===== config.mk =====
export PLATFORM = sky130hd
export DESIGN_NAME = skht_front
export DESIGN_NICKNAME = d
export VERILOG_FILES = /design/src/rtl/skht_pkg.sv /design/src/rtl/skht_front.sv
export SDC_FILE = /design/constraint.sdc
export NUM_CORES = 1
export LEC_CHECK = 0
export CAP_MARGIN = 20
export CORE_UTILIZATION = 23
export CTS_CLUSTER_SIZE = 25
export DETAILED_ROUTE_END_ITERATION = 8
export DONT_BUFFER_PORTS = 1
export SLEW_MARGIN = 10
export SYNTH_ARGS = -nofsm -noshare
export SYNTH_HDL_FRONTEND = slang
export SYNTH_SLANG_ARGS = --single-unit

===== constraint.sdc =====
create_clock -name clk -period 5.8 [get_ports clk]
set_clock_uncertainty 0.1 [all_clocks]
set_input_delay 0.29 -clock clk [delete_from_list [all_inputs] [get_ports clk]]
set_output_delay 0.29 -clock clk [all_outputs]
set_load 0.1 [all_outputs]

===== src/rtl/skht_pkg.sv =====
// Shared types and constants of the string key hash table.
package skht_pkg;

	localparam int TableDepth = 64;
	localparam int MaxKeyLen = 16;
	localparam int ValueWidth = 32;
	localparam int SlotW = $clog2(TableDepth);
	localparam int CharW = $clog2(MaxKeyLen);
	localparam int LenW = $clog2(MaxKeyLen + 1);
	localparam int SizeW = 7;
	localparam logic [31:0] HashStart = 32'd5381;

	typedef enum logic [1:0] {
		ST_INSERTED  = 2'd0,
		ST_FULL      = 2'd1,
		ST_FOUND     = 2'd2,
		ST_NOT_FOUND = 2'd3
	} status_t;

	// One finished key handed from the front to the back.
	typedef struct packed {
		logic                  lookup;
		logic [31:0]           hash;
		logic [LenW-1:0]       len;
		logic [ValueWidth-1:0] value;
	} job_t;

	typedef enum logic [2:0] {
		BK_IDLE, BK_HOME, BK_PROBE, BK_CMP, BK_COPY, BK_DONE
	} back_state_t;

endpackage


===== src/rtl/skht_front.sv =====
// Front part: folds characters into the djb2 hash and collects the key.
module skht_front (
	input  logic                  clk,
	input  logic                  arst_n,
	input  logic                  in_valid,
	output logic                  in_ready,
	input  logic                  action,
	input  logic [7:0]            key_char,
	input  logic                  key_last,
	input  logic [31:0]           insert_value,
	// Pending key buffer read port for the back part.
	input  logic [skht_pkg::CharW-1:0] key_rd_idx,
	output logic [7:0]            key_rd_char,
	output logic                  job_valid,
	input  logic                  job_ready,
	output skht_pkg::job_t        job
);
	import skht_pkg::*;

	logic [31:0]     hash_q;
	logic [LenW-1:0] len_q;
	logic [7:0]      key_q [MaxKeyLen];
	logic            job_valid_q;
	job_t            job_q;
	logic            acc;
	logic [31:0]     hash_nx;

	// The key buffer is single; hold input while a finished key waits.
	assign in_ready = !job_valid_q;
	assign acc = in_valid && in_ready;
	assign hash_nx = (hash_q << 5) + hash_q + {24'd0, key_char};
	assign job_valid = job_valid_q;
	assign job = job_q;
	assign key_rd_char = key_q[key_rd_idx];

	// Hash, length and job handoff.
	always_ff @(posedge clk or negedge arst_n) begin
		if (!arst_n) begin
			hash_q <= HashStart;
			len_q <= '0;
			job_valid_q <= 1'b0;
		end else begin
			if (job_valid_q && job_ready)
				job_valid_q <= 1'b0;
			if (acc) begin
				if (key_last) begin
					hash_q <= HashStart;
					len_q <= '0;
					job_valid_q <= 1'b1;
				end else begin
					hash_q <= hash_nx;
					if (len_q < LenW'(MaxKeyLen))
						len_q <= len_q + 1'b1;
				end
			end
		end
	end

	// Key characters and job payload.
	always_ff @(posedge clk) begin
		if (acc && len_q < LenW'(MaxKeyLen))
			key_q[len_q[CharW-1:0]] <= key_char;
		if (acc && key_last) begin
			job_q.lookup <= action;
			job_q.hash <= hash_nx;
			job_q.len <= (len_q < LenW'(MaxKeyLen)) ? len_q + 1'b1 : len_q;
			job_q.value <= insert_value[ValueWidth-1:0];
		end
	end

endmodule


==> results.md, run 1 <==
- Status: finished clean
- Netlist cell types: 63
- I/O pins: 130
- Post-synthesis register bit count: 236
- Critical path data arrival time: 4170 ps
- Most common cell after layout, fill and taps aside: edfxtp_1
- Mapped Area: 0.0106 mm2
- Antenna violations before repair: 3
- Die X: 217 um
- Vias in the first global route: 5954
- Worst-Margin Slew: 1070 ps
- Core area: 0.0455 mm2
- Final wirelength: 25800 um
- Max Clock Freq: 243 MHz
- Setup TNS: 0 ps
- Hold_ws: 41.6 ps
- Hold Crit Class: in2reg
- CP Max Fanout: 14
- Cell count after synthesis: 651
- Nets: 820
- DR pass1 iterations: 5
- Htree depth: 1
- Area grow syn2layout: 19.7%
- Endpoints failing setup: 0
- Filler Cell Count: 4565
- Syn_area_per_cell: 16.3 um2
- Post-route clock period utilization: 0.709
- Starting Density: 0.233
- Routed vias/inst: 4.45
- Clk root buf: clkbuf_16
- Clk_lat worst skew: 550 ps
- RSZ-0062 raised after global routing: no
- Maximum VDD drop: 272 uV
- Post-synth EDFFs: 198
- Slew margin rel.: 0.284
- Synthesis Warnings: 0
- Mapped Nets: 767
- Die area: 0.0470 mm2
- WS Path Type: reg2reg
- Iteration-0 DRC count of the detailed router: 449
- Crit end category: flop
- DRC viols: 0
- Sequential area share after synthesis: 0.651
- DP HPWL: 17300 um
- Worst Setup Start Kind: flop
- Final hold vios: 0
- Share of layout cells above drive strength 1: 0.157
- Max-Cap Viols: 0
- Worst R2R Path Depth: 5
- Tmin final: 4110 ps
- PortBufs: 0
- GPL Wtd Cong: 0.824
- Main synth FF type: edfxtp_1
- Crit path required time: 5860 ps
- TritonCTS clock tree: done
- Final Max Slew Viols: 0
- Asr flop ratio synth: 0.161
- Most frequent cells in the layout: edfxtp_1, ha_1, dlygate4sd3_1
- Reg area: 0.00690 mm2
- Hold Crit Depth: 2
- Leakage power: 4.61 nW
- Clk buf depth: 3
- Global-route wire length before repair: 38300 um
- Gr usage total: 0.108
- ANT nets after route: 0
- GRT Residual Overflow: 0
- Die H: 217 um
- CTS Buf Count: 27
- PwrDens: 506 mW/mm2
- Clock-pin slew on the worst setup and hold paths: 60 ps
- Largest net degree at the start of global routing: 49
- Postcts setup bufs: 0
- Footprint of the multi-input gates: 0.00356 mm2
- Site row count: 78
- WL per Instance: 19.4 um
- Clk sinks: 236
- Routed vias: 5912
[flip-flops by register name (all words and copies together) (netlist names)]
signal and cells:
job 70, job_valid 1, len_q 5, key_q 128, hash_q 32
[synth_stat cells (2+ instances only)]
cell | count | area [um2]
buf_2 | 4 | 20.0
a31o_2 | 4 | 35.0
a211oi_1 | 2 | 15.0
xnor2_1 | 25 | 219
a21oi_1 | 21 | 105
ha_1 | 62 | 776
and3_1 | 3 | 18.8
a221o_1 | 2 | 20.0
a21oi_2 | 3 | 26.3
dfstp_2 | 5 | 131
inv_1 | 11 | 41.3
o21bai_1 | 3 | 22.5
o21ai_2 | 2 | 17.5
o22a_1 | 3 | 26.3
a22o_1 | 22 | 193
nand2_1 | 27 | 101
o21a_1 | 4 | 30.0
nand2b_1 | 7 | 43.8
a31oi_1 | 5 | 31.3
edfxtp_1 | 198 | 5950
clkbuf_1 | 14 | 52.6
and2_1 | 3 | 18.8
xor2_1 | 7 | 61.3
mux4_2 | 40 | 901
buf_4 | 2 | 15.0
nor3_1 | 7 | 35.0
buf_1 | 7 | 26.3
dfrtp_1 | 33 | 826
a21o_1 | 20 | 150
a21boi_0 | 3 | 22.5
fa_1 | 4 | 80.1
o21ai_0 | 17 | 85.1
nor2b_1 | 6 | 37.5
nand4_1 | 2 | 12.5
o21ai_1 | 3 | 15.0
nand3_1 | 6 | 30.0
nor2_1 | 38 | 143
[logic make-up (layout without fill, tap and decap cells)]
| kind of cell | Yosys count | in the layout | share of synthesized area |
|---|---|---|---|
| flops | 236 | 236 | 0.651 |
| compound gates | 128 | 128 | 0.0918 |
| simple gates | 108 | 108 | 0.0481 |
| fa+ha+maj | 66 | 66 | 0.0807 |
| mux | 42 | 42 | 0.0871 |
| buf+inv | 39 | 113 | 0.0151 |
| xor+xnor | 32 | 32 | 0.0264 |
| other cells | 0 | 4 | 0 |
[final cells by class]
class,count,area share
sequential,236,0.544
multi-input combinational,376,0.280
tap,600,0.0591
clock buffer,34,0.0561
timing repair buffer,52,0.0420
clock inverter,16,0.0151
inverter,11,0.00325
antenna,4,0.000788
[layer usage]
metal / vias to the layer above / GRT usage / share of wire
met2: 226 / 0.173 / 0.46
met1: 2982 / 0.144 / 0.43
met4: 0 / 0.0239 / 0.019
met5: - / 0 / 0
met3: 28 / 0.0348 / 0.086
li1: 2676 / - / -
[where the power goes]
group / leakage [nW] / switching [W] / internal [W]
logic: 1.88 / 0.00109 / 0.000712
registers: 2.29 / 0.000734 / 0.00216
clock network: 0.435 / 0.000687 / 0.00105
[worst max-delay path: stages, from the launching register on]
cell and delay [ps]:
dfrtp_1 740, inv_1 840, nand2_1 610, nor2_1 380
nand2_1 190, nor3_1 850
[what timing repair did]
item / 4_1_cts / 5_1_grt
gates resized for setup: 0 / 0
hold endpoints to repair: 218 / 0
hold buffers: 46 / 0
[per-stage QoR]
step | power (W) | instances | utilization | setup WS, ps | instance area, um2
final | 0.00643 | 1329 | 0.279 | 1690 | 12700
after global routing | 0.00676 | 1328 | 0.279 | 1510 | 12700
after CTS | 0.00650 | 1324 | 0.279 | 1570 | 12700
after detailed placement | 0.00468 | 1228 | 0.249 | 1600 | 11300
after global placement | 0.00467 | 1227 | 0.248 | 1700 | 11300
after floorplan | 0.00424 | 651 | - | 59.3 | 10600
[path summary, 6_finish.rpt]
path	slack, ps	startpoint	end
min in group asynchronous	90	arst_n	hash_q[26]
max	1690	job_valid	key_q[2][2]
min reg2reg	420	hash_q[28]	hash_q[28]
min	40	key_char[1]	job[38]
max in group asynchronous	5230	arst_n	hash_q[0]
max reg2reg	1690	job_valid	key_q[2][2]
Power figures use the tool's default switching activity.
==> run 2, diff against run 1 <==
==> constraint.sdc (replaced) <==
create_clock -name clk -period 3.75 [get_ports clk]
set_clock_uncertainty 0.1 [all_clocks]
set_input_delay 0.1875 -clock clk [delete_from_list [all_inputs] [get_ports clk]]
set_output_delay 0.1875 -clock clk [all_outputs]
set_load 0.1 [all_outputs]
==> run 2 against run 1 <==
Flip-flop and latch count is the same. Non-clock buffer count grew 7. First-iteration DRC count shrank 7.8%. Register-to-register slack lost 1400 ps. Die area is the same. Worst setup slack lost 1400 ps. Clock power grew 53%. Via count shrank 0.66%. Sequential share of layout area shrank 0.14 points. Global-route usage shrank 0.12 points. Total power grew 55%. Clock-buffer cell count grew 4. Critical endpoint is now hash_q[30].
==> results.md, run 2 (synthesis gave the netlist of run 1 again) <==
- Worst-Margin Slew: 1050 ps
- GPL Wtd Cong: 0.800
- R2R Setup Slk: 310 ps
- Gr usage total: 0.107
- Htree depth: 1
- P_int: 0.00609 W
- Clk_lat worst skew: 550 ps
- Iteration-0 DRC count of the detailed router: 414
- CP max-delay cell: dfstp_2
- Share of layout cells above drive strength 1: 0.159
- Sw Share: 0.387
- Site row count: 78
- DP HPWL: 17100 um
- Filler Cell Count: 4598
- Crit end category: flop
- Max Clock Freq: 291 MHz
- WL per Instance: 18.8 um
- Inst Count DP: 1234
- DRC viols: 0
- Endpoints failing setup: 0
- Area grow syn2layout: 20.0%
- ANT nets after route: 0
- Routed vias/inst: 4.41
- Tmin final: 3440 ps
- Max reg flops: 128
- Buf+Inv Stages, Crit Path: 2
- CP Max Fanout: 4
- WS Path Type: reg2reg
- Routed vias: 5873
- Net Sw Power: 0.00385 W
- Most prevalent standard cell on the critical path: inv_1
- Clock share of power: 0.269
- Worst Hold Endpoint: job[39]
- Die H: 217 um
- Most frequent cells in the layout: edfxtp_1, ha_1, dlygate4sd3_1
- Combinational share of power: 0.281
- Core area: 0.0455 mm2
- Largest net degree at the start of global routing: 33
- Vias in the first global route: 6042
- PortBufs: 0
- Antenna violations before repair: 3
- Post-route clock period utilization: 0.917
- TritonCTS clock tree: done
- Most common cell after layout, fill and taps aside: edfxtp_1
- Setup TNS: 0 ps
- Clk buf depth: 3
- CTS Buf Count: 26
- PwrDens: 781 mW/mm2
- Leakage power: 4.64 nW
- Worst-path cell chain: inv_1 > fa_1 > inv_1 > ha_1 > or2_1 > nor2_1 > o21ai_1 > a21oi_2 > o31ai_4 > a31oi_2 > a211oi_1 > mux2_1 > a221o_1
- Starting Density: 0.233
- GRT Residual Overflow: 0
- RSZ-0062 raised after global routing: no
- Clk sinks: 236
- Slew margin rel.: 0.304
- Die X: 217 um
- Status: finished clean
- Critical path's largest stage delay: 530 ps
- Final Max Slew Viols: 0
- CP top delay family: compound AO/OA/AOI/OAI gates
- Max-Cap Viols: 0
- Worst R2R Path Depth: 13
- Clock-pin slew on the worst setup and hold paths: 60 ps
- Global-route wire length before repair: 38200 um
- I/O pins: 130
- Worst Setup Start Kind: flop
- Hold Crit Depth: 2
- Final hold vios: 0
- Hold Crit Class: in2reg
- Fin cells: 1331
- Critical path data arrival time: 3770 ps
- Hold_sp: key_char[2]
- Die area: 0.0470 mm2
- Nets: 826
- DR pass1 iterations: 5
- Maximum VDD drop: 427 uV
- Reg-to-reg startpoint: hash_q[0]
- Crit path required time: 4080 ps
- Reg2reg end: hash_q[30]
- Sequential power share: 0.450
- Final wirelength: 25000 um
- Clk root buf: clkbuf_16
## run 2: worst max-delay path by stage
stage | from | depth (start not counted) | endpoint
finish | hash_q[0] | 13 | hash_q[30]
global route | hash_q[0] | 13 | hash_q[30]
CTS | key_char[1] | 13 | hash_q[25]
detailed placement | hash_q[0] | 14 | hash_q[28]
global placement | hash_q[0] | 12 | hash_q[30]
floorplan | job_valid | 5 | job[0]
## run 2: metal layers
metal | track usage | vias to the layer above | wire [um]
li1 | - | 2677 | -
met1 | 0.143 | 2987 | 11300
met2 | 0.167 | 165 | 11400
met3 | 0.0335 | 40 | 1740
met4 | 0.0296 | 4 | 604
met5 | 0 | - | 31
## run 2: stage by stage
| stage | util | hold slack (ps) | total power [W] | cell area [um2] | worst slack [ps] |
|---|---|---|---|---|---|
| 2_1_floorplan | - | -208 | 0.00656 | 10600 | 213 |
| 3_3_place_gp | 0.250 | -207 | 0.00724 | 11300 | 388 |
| 3_5_place_dp | 0.250 | -207 | 0.00725 | 11300 | 329 |
| 4_1_cts | 0.280 | 18.8 | 0.0100 | 12700 | 127 |
| 5_1_grt | 0.280 | 61.2 | 0.0105 | 12700 | 98.2 |
| 6_report | 0.280 | 43.8 | 0.00994 | 12700 | 311 |
## run 2: cell type report
class / count / area (um2) / share of cell area
inverter: 11 / 45.0 / 0.00354
sequential: 236 / 6900 / 0.542
multi-input combinational: 376 / 3560 / 0.279
timing repair buffer: 59 / 588 / 0.0462
clock inverter: 10 / 189 / 0.0148
antenna: 1 / 2.50 / 0.000197
clock buffer: 38 / 696 / 0.0546
tap: 600 / 751 / 0.0590
## run 2: what timing repair did
action | 4_1_cts | 5_1_grt
hold buffers | 48 | 0
gates resized for setup | 0 | 1
endpoints found under the setup margin | 0 | 3
setup buffers | 0 | 0
endpoints found under the hold margin | 214 | 0
## run 2: power groups by stage
stage / Sequential, W / Combinational (W) / Clock, W
after floorplan: 0.00439 / 0.00217 / 0
after global placement: 0.00455 / 0.00269 / 0
after detailed placement: 0.00454 / 0.00271 / 0
after CTS: 0.00450 / 0.00281 / 0.00273
after global routing: 0.00452 / 0.00313 / 0.00282
final: 0.00448 / 0.00279 / 0.00267
==> run 3, diff against run 2 <==
--- a/config.mk
+++ b/config.mk
@@ -10,6 +10,7 @@
 export CTS_CLUSTER_SIZE = 25
 export DETAILED_ROUTE_END_ITERATION = 8
 export DONT_BUFFER_PORTS = 1
+export SETUP_SLACK_MARGIN = 0.5
 export SLEW_MARGIN = 10
 export SYNTH_ARGS = -nofsm -noshare
 export SYNTH_HDL_FRONTEND = slang
==> constraint.sdc (replaced) <==
create_clock -name clk -period 4.04 [get_ports clk]
set_clock_uncertainty 0.1 [all_clocks]
set_input_delay 0.202 -clock clk [delete_from_list [all_inputs] [get_ports clk]]
set_output_delay 0.202 -clock clk [all_outputs]
set_load 0.1 [all_outputs]
==> run 3 against run 2 <==
Design area up 0.18%. Routed wire length is 1.2% lower. Global-route usage is 0.10 points lower. Worst setup slack better by 360 ps. Hold slack better by 22 ps. Largest cell class unchanged.
==> results.md, run 3 (synthesis gave the netlist of run 1 again) <==
- Core area: 0.0455 mm2
- Clk sinks: 236
- Postcts setup bufs: 0
- Hold Crit Class: in2async
- Vias in the first global route: 6010
- Inst Count DP: 1234
- GPL Wtd Cong: 0.797
- Maximum VDD drop: 460 uV
- Die H: 217 um
- Slew margin rel.: 0.315
- Setup TNS: 0 ps
- RSZ-0062 raised after global routing: yes
- Routed vias/inst: 4.38
- Worst-Margin Slew: 1030 ps
- Iteration-0 DRC count of the detailed router: 446
- Clk_lat worst skew: 550 ps
- Final hold vios: 0
- WS Path Type: reg2reg
- Max-Cap Viols: 0
- Die X: 217 um
- Endpoints failing setup: 0
- DRC viols: 0
- PortBufs: 0
- Status: finished clean
- Fin cells: 1332
- Clock-pin slew on the worst setup and hold paths: 60 ps
- DR pass1 iterations: 5
- Area grow syn2layout: 20.2%
- Final Max Slew Viols: 0
- PwrDens: 723 mW/mm2
- WL per Instance: 18.6 um
- I/O pins: 130
- Reg area: 0.00690 mm2
- Clk root buf: clkbuf_16
- Max Clock Freq: 296 MHz
- Post-place setup slack: 570 ps
- Critical path data arrival time: 3710 ps
- Most frequent cells in the layout: edfxtp_1, ha_1, dlygate4sd3_1
- Starting Density: 0.233
- Leakage power: 4.64 nW
- GRT Residual Overflow: 0
- Site row count: 78
- Final wirelength: 24700 um
- CP Max Fanout: 5
- Hold_ws: 65.8 ps
- Nets: 827
- DP HPWL: 16800 um
- ANT nets after route: 0
- Tmin final: 3370 ps
- Gr usage total: 0.106
- Filler Cell Count: 4613
- Total power: 0.00922 W
- Crit path required time: 4380 ps
- Post-route clock period utilization: 0.835
- Crit end category: flop
- Htree depth: 1
- Die area: 0.0470 mm2
- Antenna violations before repair: 2
- Final worst slack: 667 ps
- Max reg flops: 128
- CTS Buf Count: 28
- Largest net degree at the start of global routing: 39
- Global-route wire length before repair: 38000 um
- Share of layout cells above drive strength 1: 0.171
- Footprint of the multi-input gates: 0.00357 mm2
- Clk buf depth: 3
- Worst Setup Start Kind: flop
- Most common cell after layout, fill and taps aside: edfxtp_1
- TritonCTS clock tree: done
- Routed vias: 5835
[run 3: changes by cell type in the layout (fill, tap and decap cells not counted), sizes merged]
cell	previous run	this run
clkinvlp	2	3
dlymetal6s4s	1	0
clkinv	4	9
bufinv	5	3
inv	10	12
clkbuf	38	34
[run 3: where the power goes]
part	total [W]	switching, W	internal [W]
registers	0.00415	0.00105	0.00310
logic	0.00259	0.00155	0.00104
clock network	0.00248	0.00101	0.00148
total	0.00922	0.00361	0.00561
[run 3: worst paths after layout]
| kind | from | end | slack [ps] | cells past startpoint |
|---|---|---|---|---|
| setup / recovery | hash_q[0] | hash_q[30] | 670 | 12 |
| hold / removal | arst_n | hash_q[29] | 70 | 2 |
| setup reg to reg | hash_q[0] | hash_q[30] | 670 | 12 |
| hold reg to reg | hash_q[27] | hash_q[27] | 420 | 1 |
| max in group asynchronous | arst_n | hash_q[12] | 3500 | 2 |
| min in group clk | in_valid | hash_q[1] | 70 | 3 |
[run 3: critical path: stages (launching register included)]
cell and delay [ps]:
dfstp_2 530, inv_1 60, fa_1 490, inv_1 40, ha_1 320, o21a_1 140, o21a_1 130, a21oi_2 80
o31ai_4 320, a31oi_2 170, a211oi_2 250, mux2_1 350, a221o_1 260
[run 3: metrics by stage]
step	instance area [um2]	util
3_3_place_gp	11300	0.249
5_1_grt	12800	0.280
6_report	12800	0.280
3_5_place_dp	11300	0.249
4_1_cts	12700	0.280
2_1_floorplan	10600	-
[run 3: per-layer routing]
| layer | global-route usage | up-vias | part of all wire |
|---|---|---|---|
| met1 | 0.139 | 2908 | 0.44 |
| met3 | 0.0349 | 36 | 0.084 |
| met4 | 0.0268 | 0 | 0.021 |
| met5 | 0 | - | 0 |
| met2 | 0.169 | 206 | 0.46 |
| li1 | - | 2685 | - |
[run 3: final cells by class]
type,instances,share of cell area
Antenna cell,1,0.000196
Clock buffer,34,0.0567
Clock inverter,16,0.0150
Inverter,11,0.00353
Multi-Input combinational cell,376,0.280
Sequential cell,236,0.541
Tap cell,600,0.0589
Timing Repair Buffer,58,0.0447
[run 3: repair_timing]
item,CTS,global route
endpoints found under the setup margin,0,5
endpoints found under the hold margin,214,0
hold buffers,47,0
resized for setup,0,3
